### config.mk
export PLATFORM = sky130hd
export DESIGN_NAME = relay_session_retry_fsm
export DESIGN_NICKNAME = d
export VERILOG_FILES = /design/src/rsr_pkg.sv /design/src/relay_session_retry_fsm.sv /design/src/rsr_front.sv /design/src/rsr_queue.sv /design/src/rsr_back.sv
export SDC_FILE = /design/constraint.sdc
export NUM_CORES = 1
export LEC_CHECK = 0
export ABC_CLOCK_PERIOD_IN_PS = 4100
export BUFFER_PORTS_ARGS = -buffer_cell sky130_fd_sc_hd__clkbuf_2
export CORE_UTILIZATION = 57
export CTS_CLUSTER_DIAMETER = 150
export DETAILED_ROUTE_END_ITERATION = 16
export PLACE_DENSITY = 0.78
export SYNTH_ARGS = -nofsm -noshare
export SYNTH_HDL_FRONTEND = slang
export SYNTH_SLANG_ARGS = --single-unit
export TNS_END_PERCENT = 1
### constraint.sdc
create_clock -name i_clk -period 4.1 [get_ports i_clk]
set_input_delay 0.41 -clock i_clk [delete_from_list [all_inputs] [get_ports i_clk]]
set_output_delay 0.41 -clock i_clk [all_outputs]
set_load 0.005 [all_outputs]
### src/rsr_pkg.sv
package rsr_pkg;

    localparam int QDEPTH = 2;
    localparam int QIDX_W = $clog2(QDEPTH);
    localparam int QCNT_W = $clog2(QDEPTH + 1);

    localparam logic [7:0] BASE_RETRY_RST = 8'd5;
    localparam logic [7:0] MAX_RETRY_RST  = 8'd60;

    // opcodes
    localparam logic [2:0] OP_START = 3'd0;
    localparam logic [2:0] OP_STOP  = 3'd1;
    localparam logic [2:0] OP_LINK  = 3'd2;
    localparam logic [2:0] OP_HSHK  = 3'd3;
    localparam logic [2:0] OP_REG   = 3'd4;
    localparam logic [2:0] OP_SUB   = 3'd5;
    localparam logic [2:0] OP_TICK  = 3'd6;

    // server reply kinds
    localparam logic [1:0] RK_OK    = 2'd0;
    localparam logic [1:0] RK_ERR   = 2'd1;
    localparam logic [1:0] RK_DATA  = 2'd2;

    // actions
    localparam logic [2:0] ACT_NONE = 3'd0;
    localparam logic [2:0] ACT_OPEN = 3'd1;
    localparam logic [2:0] ACT_SEND = 3'd2;
    localparam logic [2:0] ACT_REG  = 3'd3;
    localparam logic [2:0] ACT_SUB  = 3'd4;
    localparam logic [2:0] ACT_FWD  = 3'd5;
    localparam logic [2:0] ACT_ARM  = 3'd6;

    // session phases
    localparam logic [2:0] PH_IDLE = 3'd0;
    localparam logic [2:0] PH_CONN = 3'd1;
    localparam logic [2:0] PH_HSHK = 3'd2;
    localparam logic [2:0] PH_REG  = 3'd3;
    localparam logic [2:0] PH_SUB  = 3'd4;
    localparam logic [2:0] PH_RUN  = 3'd5;
    localparam logic [2:0] PH_WAIT = 3'd6;

    // config register indexes
    localparam logic [1:0] CFG_BASE = 2'd0;
    localparam logic [1:0] CFG_MAX  = 2'd1;
    localparam logic [1:0] CFG_DV2  = 2'd2;
    localparam logic [1:0] CFG_DCH  = 2'd3;

    // event classes
    localparam logic [2:0] EV_START = 3'd0;
    localparam logic [2:0] EV_STOP  = 3'd1;
    localparam logic [2:0] EV_LINK  = 3'd2;
    localparam logic [2:0] EV_HSHK  = 3'd3;
    localparam logic [2:0] EV_REG   = 3'd4;
    localparam logic [2:0] EV_SUB   = 3'd5;
    localparam logic [2:0] EV_TICK  = 3'd6;
    localparam logic [2:0] EV_NOP   = 3'd7;

    typedef struct packed {
        logic [2:0] kind;
        logic       link_up;
        logic       open_ok;
        logic       hs_ok;
        logic       peer_v2;
        logic       peer_ch;
        logic       rep_ok;
        logic       rep_err;
        logic       rep_data;
    } t_evt;

    typedef struct packed {
        logic valid;
        logic pop;
    } t_qctl;

endpackage

### src/relay_session_retry_fsm.sv
// Relay uplink session controller. Events enter on the input channel, are
// classified and queued in a two-entry queue, and are executed by a
// state update that writes one result per event into an output register.
// Sustained rate is one event per clock while the output is not stalled; an
// accepted event is written into the queue, then popped when the output
// register is free or being taken, and its result is loaded into that register.
// The input stalls only while the queue holds two events. Configuration writes
// are always ready and registered; version and chunked writes apply only while halted.
module relay_session_retry_fsm (
    input  logic        i_clk,
    input  logic        i_rst_n,

    input  logic        i_in_valid,
    output logic        o_in_stall,
    input  logic [2:0]  i_opcode,
    input  logic        i_link_connected,
    input  logic        i_open_ok,
    input  logic        i_data_present,
    input  logic        i_verify_ok,
    input  logic        i_peer_version2,
    input  logic        i_peer_chunked,
    input  logic [1:0]  i_reply_kind,

    input  logic        i_cfg_valid,
    output logic        o_cfg_ready,
    input  logic [1:0]  i_cfg_index,
    input  logic [7:0]  i_cfg_data,

    output logic        o_out_valid,
    input  logic        i_out_stall,
    output logic [2:0]  o_action,
    output logic        o_release_link,
    output logic        o_do_unsubscribe,
    output logic        o_do_withdraw,
    output logic [2:0]  o_session_state,
    output logic [7:0]  o_retry_seconds,
    output logic        o_use_version2,
    output logic        o_use_chunked
);

    rsr_pkg::t_evt  front_evt;
    rsr_pkg::t_evt  q_evt;
    rsr_pkg::t_qctl qctl;
    logic           q_valid;
    logic           q_pop;
    logic           q_full;
    logic           back_ready;

    rsr_front u_front (
        .i_opcode         (i_opcode),
        .i_link_connected (i_link_connected),
        .i_open_ok        (i_open_ok),
        .i_data_present   (i_data_present),
        .i_verify_ok      (i_verify_ok),
        .i_peer_version2  (i_peer_version2),
        .i_peer_chunked   (i_peer_chunked),
        .i_reply_kind     (i_reply_kind),
        .o_evt            (front_evt)
    );

    rsr_queue u_queue (
        .i_clk   (i_clk),
        .i_rst_n (i_rst_n),
        .i_push  (i_in_valid),
        .i_evt   (front_evt),
        .o_full  (q_full),
        .i_pop   (q_pop),
        .o_evt   (q_evt),
        .o_valid (q_valid)
    );

    assign q_pop       = q_valid && back_ready;
    assign qctl        = {q_valid, q_pop};
    assign o_in_stall  = q_full;
    assign o_cfg_ready = 1'b1;

    rsr_back u_back (
        .i_clk            (i_clk),
        .i_rst_n          (i_rst_n),
        .i_q              (qctl),
        .i_evt            (q_evt),
        .o_ready          (back_ready),
        .i_cfg_wr         (i_cfg_valid),
        .i_cfg_index      (i_cfg_index),
        .i_cfg_data       (i_cfg_data),
        .o_out_valid      (o_out_valid),
        .i_out_stall      (i_out_stall),
        .o_action         (o_action),
        .o_release_link   (o_release_link),
        .o_do_unsubscribe (o_do_unsubscribe),
        .o_do_withdraw    (o_do_withdraw),
        .o_session_state  (o_session_state),
        .o_retry_seconds  (o_retry_seconds),
        .o_use_version2   (o_use_version2),
        .o_use_chunked    (o_use_chunked)
    );

endmodule

### src/rsr_front.sv
module rsr_front (
    input  logic [2:0]      i_opcode,
    input  logic            i_link_connected,
    input  logic            i_open_ok,
    input  logic            i_data_present,
    input  logic            i_verify_ok,
    input  logic            i_peer_version2,
    input  logic            i_peer_chunked,
    input  logic [1:0]      i_reply_kind,
    output rsr_pkg::t_evt   o_evt
);

    always_comb begin
        o_evt.link_up  = i_link_connected;
        o_evt.open_ok  = i_open_ok;
        o_evt.hs_ok    = i_data_present & i_verify_ok;
        o_evt.peer_v2  = i_peer_version2;
        o_evt.peer_ch  = i_peer_chunked;
        o_evt.rep_ok   = (i_reply_kind == rsr_pkg::RK_OK);
        o_evt.rep_err  = (i_reply_kind == rsr_pkg::RK_ERR);
        o_evt.rep_data = (i_reply_kind == rsr_pkg::RK_DATA);
        case (i_opcode)
            rsr_pkg::OP_START: o_evt.kind = rsr_pkg::EV_START;
            rsr_pkg::OP_STOP:  o_evt.kind = rsr_pkg::EV_STOP;
            rsr_pkg::OP_LINK:  o_evt.kind = rsr_pkg::EV_LINK;
            rsr_pkg::OP_HSHK:  o_evt.kind = rsr_pkg::EV_HSHK;
            rsr_pkg::OP_REG:   o_evt.kind = rsr_pkg::EV_REG;
            rsr_pkg::OP_SUB:   o_evt.kind = rsr_pkg::EV_SUB;
            rsr_pkg::OP_TICK:  o_evt.kind = rsr_pkg::EV_TICK;
            default:           o_evt.kind = rsr_pkg::EV_NOP;
        endcase
    end

endmodule

### src/rsr_queue.sv
module rsr_queue (
    input  logic            i_clk,
    input  logic            i_rst_n,
    input  logic            i_push,
    input  rsr_pkg::t_evt   i_evt,
    output logic            o_full,
    input  logic            i_pop,
    output rsr_pkg::t_evt   o_evt,
    output logic            o_valid
);

    rsr_pkg::t_evt                  r_mem [rsr_pkg::QDEPTH];
    logic [rsr_pkg::QIDX_W-1:0]     r_wr;
    logic [rsr_pkg::QIDX_W-1:0]     r_rd;
    logic [rsr_pkg::QCNT_W-1:0]     r_cnt;
    logic [rsr_pkg::QIDX_W-1:0]     n_wr;
    logic [rsr_pkg::QIDX_W-1:0]     n_rd;
    logic [rsr_pkg::QCNT_W-1:0]     n_cnt;
    logic                           do_push;
    logic                           do_pop;

    assign do_push = i_push && !o_full;
    assign do_pop  = i_pop && o_valid;
    assign o_full  = (r_cnt == rsr_pkg::QCNT_W'(rsr_pkg::QDEPTH));
    assign o_valid = (r_cnt != '0);
    assign o_evt   = r_mem[r_rd];

    always_comb begin
        n_wr  = r_wr;
        n_rd  = r_rd;
        n_cnt = r_cnt;
        if (do_push) begin
            n_wr = (r_wr == rsr_pkg::QIDX_W'(rsr_pkg::QDEPTH - 1)) ? '0 : r_wr + 1'b1;
        end
        if (do_pop) begin
            n_rd = (r_rd == rsr_pkg::QIDX_W'(rsr_pkg::QDEPTH - 1)) ? '0 : r_rd + 1'b1;
        end
        if (do_push && !do_pop) begin
            n_cnt = r_cnt + 1'b1;
        end else if (do_pop && !do_push) begin
            n_cnt = r_cnt - 1'b1;
        end
    end

    always_ff @(posedge i_clk) begin
        if (!i_rst_n) begin
            r_wr  <= '0;
            r_rd  <= '0;
            r_cnt <= '0;
        end else begin
            r_wr  <= n_wr;
            r_rd  <= n_rd;
            r_cnt <= n_cnt;
        end
    end

    always_ff @(posedge i_clk) begin
        if (do_push) begin
            r_mem[r_wr] <= i_evt;
        end
    end

endmodule

### src/rsr_back.sv
module rsr_back (
    input  logic            i_clk,
    input  logic            i_rst_n,
    input  rsr_pkg::t_qctl  i_q,
    input  rsr_pkg::t_evt   i_evt,
    output logic            o_ready,
    input  logic            i_cfg_wr,
    input  logic [1:0]      i_cfg_index,
    input  logic [7:0]      i_cfg_data,
    output logic            o_out_valid,
    input  logic            i_out_stall,
    output logic [2:0]      o_action,
    output logic            o_release_link,
    output logic            o_do_unsubscribe,
    output logic            o_do_withdraw,
    output logic [2:0]      o_session_state,
    output logic [7:0]      o_retry_seconds,
    output logic            o_use_version2,
    output logic            o_use_chunked
);

    logic [7:0] r_base, r_max;

    logic [2:0] r_phase, n_phase;
    logic       r_halted, n_halted;
    logic [7:0] r_next_delay, n_next_delay;
    logic [7:0] r_countdown, n_countdown;
    logic       r_has_link, n_has_link;
    logic       r_is_reg, n_is_reg;
    logic       r_is_sub, n_is_sub;
    logic       r_mode_v2, n_mode_v2;
    logic       r_mode_ch, n_mode_ch;

    logic       r_out_valid;
    logic [2:0] r_o_action, n_o_action;
    logic       r_o_release, n_o_release;
    logic       r_o_unsub, n_o_unsub;
    logic       r_o_withdraw, n_o_withdraw;
    logic [7:0] r_o_retry, n_o_retry;
    logic [2:0] r_o_state;
    logic       r_o_v2, r_o_ch;

    logic       pop;
    logic       arm, open_req, teardown;
    logic [8:0] dbl;

    assign o_ready = !r_out_valid || !i_out_stall;
    assign pop     = i_q.pop;

    always_comb begin
        n_phase      = r_phase;
        n_halted     = r_halted;
        n_next_delay = r_next_delay;
        n_countdown  = r_countdown;
        n_has_link   = r_has_link;
        n_is_reg     = r_is_reg;
        n_is_sub     = r_is_sub;
        n_mode_v2    = r_mode_v2;
        n_mode_ch    = r_mode_ch;
        n_o_action   = rsr_pkg::ACT_NONE;
        n_o_release  = 1'b0;
        n_o_unsub    = 1'b0;
        n_o_withdraw = 1'b0;
        n_o_retry    = '0;
        arm          = 1'b0;
        open_req     = 1'b0;
        teardown     = 1'b0;
        dbl          = {r_next_delay, 1'b0};

        case (i_evt.kind)
            rsr_pkg::EV_START: begin
                n_halted = 1'b0;
                open_req = 1'b1;
            end
            rsr_pkg::EV_STOP: begin
                if (!r_halted) begin
                    n_halted = 1'b1;
                    teardown = 1'b1;
                    n_phase  = rsr_pkg::PH_IDLE;
                end
            end
            rsr_pkg::EV_LINK: begin
                if (!r_halted) begin
                    if (r_phase == rsr_pkg::PH_CONN && i_evt.link_up) begin
                        n_phase    = rsr_pkg::PH_HSHK;
                        n_o_action = rsr_pkg::ACT_SEND;
                    end else begin
                        arm = 1'b1;
                    end
                end
            end
            rsr_pkg::EV_HSHK: begin
                if (r_phase == rsr_pkg::PH_HSHK) begin
                    if (!i_evt.hs_ok) begin
                        arm = 1'b1;
                    end else begin
                        n_mode_v2  = i_evt.peer_v2;
                        n_mode_ch  = i_evt.peer_ch;
                        n_phase    = rsr_pkg::PH_REG;
                        n_o_action = rsr_pkg::ACT_REG;
                    end
                end
            end
            rsr_pkg::EV_REG: begin
                if (i_evt.rep_ok) begin
                    n_is_reg   = 1'b1;
                    n_phase    = rsr_pkg::PH_SUB;
                    n_o_action = rsr_pkg::ACT_SUB;
                end else if (i_evt.rep_err) begin
                    arm = 1'b1;
                end
            end
            rsr_pkg::EV_SUB: begin
                if (i_evt.rep_data) begin
                    if (r_phase == rsr_pkg::PH_RUN) begin
                        n_o_action = rsr_pkg::ACT_FWD;
                    end
                end else if (i_evt.rep_ok) begin
                    if (r_phase == rsr_pkg::PH_SUB) begin
                        n_is_sub     = 1'b1;
                        n_phase      = rsr_pkg::PH_RUN;
                        n_next_delay = r_base;
                    end
                end else if (i_evt.rep_err) begin
                    arm = 1'b1;
                end
            end
            rsr_pkg::EV_TICK: begin
                if (r_phase == rsr_pkg::PH_WAIT && !r_halted) begin
                    if (r_countdown <= 8'd1) begin
                        n_countdown = '0;
                        open_req    = 1'b1;
                    end else begin
                        n_countdown = r_countdown - 8'd1;
                    end
                end
            end
            default: begin
            end
        endcase

        if (open_req && !n_halted) begin
            n_phase = rsr_pkg::PH_CONN;
            if (i_evt.open_ok) begin
                n_has_link = 1'b1;
                n_o_action = rsr_pkg::ACT_OPEN;
            end else begin
                n_has_link = 1'b0;
                arm        = 1'b1;
            end
        end

        if (arm && !n_halted) begin
            teardown     = 1'b1;
            n_phase      = rsr_pkg::PH_WAIT;
            n_countdown  = r_next_delay;
            n_o_retry    = r_next_delay;
            n_o_action   = rsr_pkg::ACT_ARM;
            n_next_delay = (dbl > {1'b0, r_max}) ? r_max : dbl[7:0];
        end

        if (teardown && n_has_link) begin
            n_o_release  = 1'b1;
            n_o_unsub    = n_is_sub;
            n_o_withdraw = n_is_reg;
            n_is_sub     = 1'b0;
            n_is_reg     = 1'b0;
            n_has_link   = 1'b0;
        end
    end

    always_ff @(posedge i_clk) begin
        if (!i_rst_n) begin
            r_base       <= rsr_pkg::BASE_RETRY_RST;
            r_max        <= rsr_pkg::MAX_RETRY_RST;
            r_phase      <= rsr_pkg::PH_IDLE;
            r_halted     <= 1'b1;
            r_next_delay <= rsr_pkg::BASE_RETRY_RST;
            r_countdown  <= '0;
            r_has_link   <= 1'b0;
            r_is_reg     <= 1'b0;
            r_is_sub     <= 1'b0;
            r_mode_v2    <= 1'b0;
            r_mode_ch    <= 1'b0;
            r_out_valid  <= 1'b0;
        end else begin
            if (pop) begin
                r_phase      <= n_phase;
                r_halted     <= n_halted;
                r_next_delay <= n_next_delay;
                r_countdown  <= n_countdown;
                r_has_link   <= n_has_link;
                r_is_reg     <= n_is_reg;
                r_is_sub     <= n_is_sub;
                r_mode_v2    <= n_mode_v2;
                r_mode_ch    <= n_mode_ch;
            end
            if (i_cfg_wr) begin
                case (i_cfg_index)
                    rsr_pkg::CFG_BASE: begin
                        r_base <= i_cfg_data;
                        if (r_halted) begin
                            r_next_delay <= i_cfg_data;
                        end
                    end
                    rsr_pkg::CFG_MAX: r_max <= i_cfg_data;
                    rsr_pkg::CFG_DV2: begin
                        if (r_halted) begin
                            r_mode_v2 <= i_cfg_data[0];
                        end
                    end
                    rsr_pkg::CFG_DCH: begin
                        if (r_halted) begin
                            r_mode_ch <= i_cfg_data[0];
                        end
                    end
                    default: begin
                    end
                endcase
            end
            if (pop) begin
                r_out_valid <= 1'b1;
            end else if (!i_out_stall) begin
                r_out_valid <= 1'b0;
            end
        end
    end

    // result register, loaded on every pop
    always_ff @(posedge i_clk) begin
        if (pop) begin
            r_o_action   <= n_o_action;
            r_o_release  <= n_o_release;
            r_o_unsub    <= n_o_unsub;
            r_o_withdraw <= n_o_withdraw;
            r_o_retry    <= n_o_retry;
            r_o_state    <= n_phase;
            r_o_v2       <= n_mode_v2;
            r_o_ch       <= n_mode_ch;
        end
    end

    assign o_out_valid      = r_out_valid;
    assign o_action         = r_o_action;
    assign o_release_link   = r_o_release;
    assign o_do_unsubscribe = r_o_unsub;
    assign o_do_withdraw    = r_o_withdraw;
    assign o_session_state  = r_o_state;
    assign o_retry_seconds  = r_o_retry;
    assign o_use_version2   = r_o_v2;
    assign o_use_chunked    = r_o_ch;

    a_cleanup_needs_release: assert property (@(posedge i_clk) disable iff (!i_rst_n)
        r_out_valid && (r_o_unsub || r_o_withdraw) |-> r_o_release)
        else $error("cleanup flag without link release");

    a_retry_only_on_arm: assert property (@(posedge i_clk) disable iff (!i_rst_n)
        r_out_valid && (r_o_action != rsr_pkg::ACT_ARM) |-> (r_o_retry == 8'd0))
        else $error("retry delay reported without arm action");

    a_delay_capped: assert property (@(posedge i_clk) disable iff (!i_rst_n)
        pop && arm && !n_halted |=> (r_next_delay <= r_max))
        else $error("doubled retry delay exceeds cap");

    a_pop_needs_item: assert property (@(posedge i_clk) disable iff (!i_rst_n)
        pop |-> i_q.valid && o_ready)
        else $error("event popped without queue entry or result space");

endmodule
==> run summary <==
Busiest grt layer = met2
Die H = 88.4 microns
Number of fill cells = 612
Switch share = 32.8%
FP Rows = 31
CTS tree = done
Initial antenna violation count = 0
Final period util = 80.0%
CTS buffer count = 9
Synth area leader = edfxtp_1
Post-layout min period = 3.28 ns
RePlAce Congestion = 0.906
Postcts setup bufs = 0
Worst Setup End Kind = flip-flop
Pwr dens = 536 mW/mm^2
Core area = 0.00721 sq mm
Cells after Synth = 423
Worst Path Max Fanout = 24
CP required = 4.35 ns
Synth top area cells = edfxtp_1 (29%), dfxtp_1 (22%), mux2i_1 (5.4%)
Syn_nets = 459
TritonRoute pass-1 iters = 5
Max Slew Vio Count = 0
Initial core utilization = 58.9%
Setup TNS = 0 ns
Syn Std Cell Area = 0.00425 sq mm
FMAX = 305 MHz
Leak = 0.00186 uW
GRT Util Overall = 24.4%
Critical path's slowest cell = dfxtp_1
Seq pwr share = 48.4%
Met3 Use GR = 6.44%
Distinct cell type count after synthesis = 55
Final setup violation count = 0
Final hold vios = 0
Die area = 0.00781 sq mm
Fin cells = 570
Vias in the first global route = 2995
Io pins = 48
Post-CTS resize count = 0
NetSw = 834 uW
Area delta synth->final = 11.7%
Port Buffers = 46
CP max stage delay = 0.78 ns
Register area share after synthesis = 51.1%
Post-synth ARST share = 0%
Clk pwr share = 23.6%
Avg Inst Size Synth = 10.0 sq um
Yosys top cell area share = 29.0%
Vias per Instance = 5.71
Int Pwr = 1710 uW
Top cells by count, synth = nor2_1 (48), dfxtp_1 (47), edfxtp_1 (41)
Hold-fix buffers at CTS = 0
Hpwl dp = 6450 microns
Setup Crit Path Kind = reg -> reg
Layout cell share with drive strength beyond 1 = 18.3%
Crit-path leading delay family = compound AO/OA/AOI/OAI gates
Detail Route Antenna Nets = 0
Routed via count = 3253
Remaining DRCs = 0
# Max-Cap Violations = 0
Slew at the pin with the worst max-slew slack = 0.972 ns
Grt ovf = 0
Root buffer cell = clkbuf_8
Mean routed wirelength per cell = 15.7 microns
Hold path cells = 1
Grt met1 use = 33.3%
Unrepaired setup endpoints after global routing = no
Area occupied by multi-input gates = 0.00191 sq mm
Relative slew margins = 34.9%
Setup crit start kind = flip-flop
Placed cells = 554
First-pass GRT wire length = 14400 microns
Clock Skew = 0.00559 ns
Sequential standard cell area = 0.00217 sq mm
Worst-case clock buffer depth = 2
H-tree depth = 3
Routed wire length = 8960 microns
Critical Path AT = 3.53 ns
Synth warn = 0
Hold crit path type = in -> reg
Die Wd = 88.4 microns
Final core area utilization = 65.8%
# diodes = 0
Status = finished clean
CP Depth = 7
Synth Register Bits = 88
Combinational cell fraction of total power = 28.1%
GR Layer Usage met2 = 37.6%
Clock sinks = 88
Maximum vdd drop = 0.000471 V
Largest net degree at the start of global routing = 37
Ys flop type = dfxtp_1
Most common cell in the synthesized netlist = nor2_1
Post-synth EDFFs = 41
Worst path buffer plus inverter count = 0
Worst-Skew Late Latency = 0.36 ns
Crit path cell chain = mux2_2 -> a2111oi_0 -> a32oi_1 -> a31oi_4 -> o211ai_1 -> o21ai_0 -> nor2_1
Iter 0 DRT Violations = 156
R2r worst-path depth = 7
Nets = 502
Most flops, register = u_queue.r_mem
Clock transition at path regs = 0.08 ns
Max reg flops = 22
## path summary, 6_finish.rpt
| kind | from | end | slack [ns] |
|---|---|---|---|
| max | flip-flop | u_back.r_is_reg | 0.82 |
| min | i_link_connected | u_queue.r_mem[0][7] | 0.24 |
| max reg2reg | flip-flop | u_back.r_is_reg | 0.82 |
| min reg2reg | u_back.r_is_sub | u_back.r_is_sub | 0.46 |
## per-layer routing
metal  vias to the layer above  share of wire (%)
li1                       1633                  -
met1                      1511                 49
met2                        94                 45
met3                        15                4.7
met4                         0                1.8
met5                         -                  0
## layout make-up
| type | instances | share of cell area, % |
|---|---|---|
| clock buffer | 13 | 3.14 |
| tap | 99 | 2.61 |
| multi-input combinational | 296 | 40.3 |
| inverter | 20 | 1.58 |
| sequential | 88 | 45.8 |
| clock inverter | 3 | 0.923 |
| timing repair buffer | 51 | 5.64 |
## kinds of logic after synthesis
kind of cell	after synthesis	synth area share [%]
flip-flops	88	51.1
AND/OR/NAND/NOR	144	17.2
multiplexers	35	8.60
AO/OA/AOI/OAI	102	15.3
buffers and inverters	39	3.97
XOR/XNOR	4	0.824
other	1	0.0882
adder cells (fa/ha/maj)	10	2.94
## power by group through the flow
| stage | Clock (uW) | Combinational, uW | Sequential, uW |
|---|---|---|---|
| after floorplan | 0 | 505 | 1220 |
| after global placement | 0 | 692 | 1240 |
| after detailed placement | 0 | 709 | 1250 |
| after CTS | 607 | 713 | 1230 |
| after global routing | 642 | 795 | 1250 |
| final | 599 | 714 | 1230 |
## per-stage QoR
stage	total power [uW]	hold WS (ns)	instance area [sq um]	worst slack, ns
after floorplan	1720	0.426	4250	1.66
after detailed placement	1960	0.445	4550	0.895
after CTS	2550	0.224	4750	0.868
after global routing	2690	0.228	4750	0.474
final	2540	0.237	4750	0.819
after global placement	1930	0.436	4550	1.00
## layout by cell type (no fill, tap or decap), types with 4 or more instances in the layout
| cell | count |
|---|---|
| a21o_1 | 5 |
| clkbuf_2 | 46 |
| mux2i_1 | 23 |
| o211ai_1 | 5 |
| clkbuf_8 | 10 |
| a31oi_1 | 7 |
| and3_1 | 4 |
| and2_1 | 9 |
| nor3_1 | 11 |
| nor2b_1 | 4 |
| nand3b_1 | 4 |
| buf_4 | 5 |
| ha_1 | 10 |
| edfxtp_1 | 41 |
| inv_1 | 18 |
| o22ai_1 | 8 |
| or3_1 | 4 |
| nor2_1 | 48 |
| nand2b_1 | 6 |
| dfxtp_1 | 47 |
| o21ai_1 | 13 |
| mux2_2 | 12 |
| o21ai_0 | 24 |
| a21oi_1 | 22 |
| nand2_1 | 31 |
| nand3_1 | 7 |
No activity file was read; power rests on OpenSTA's default activity.
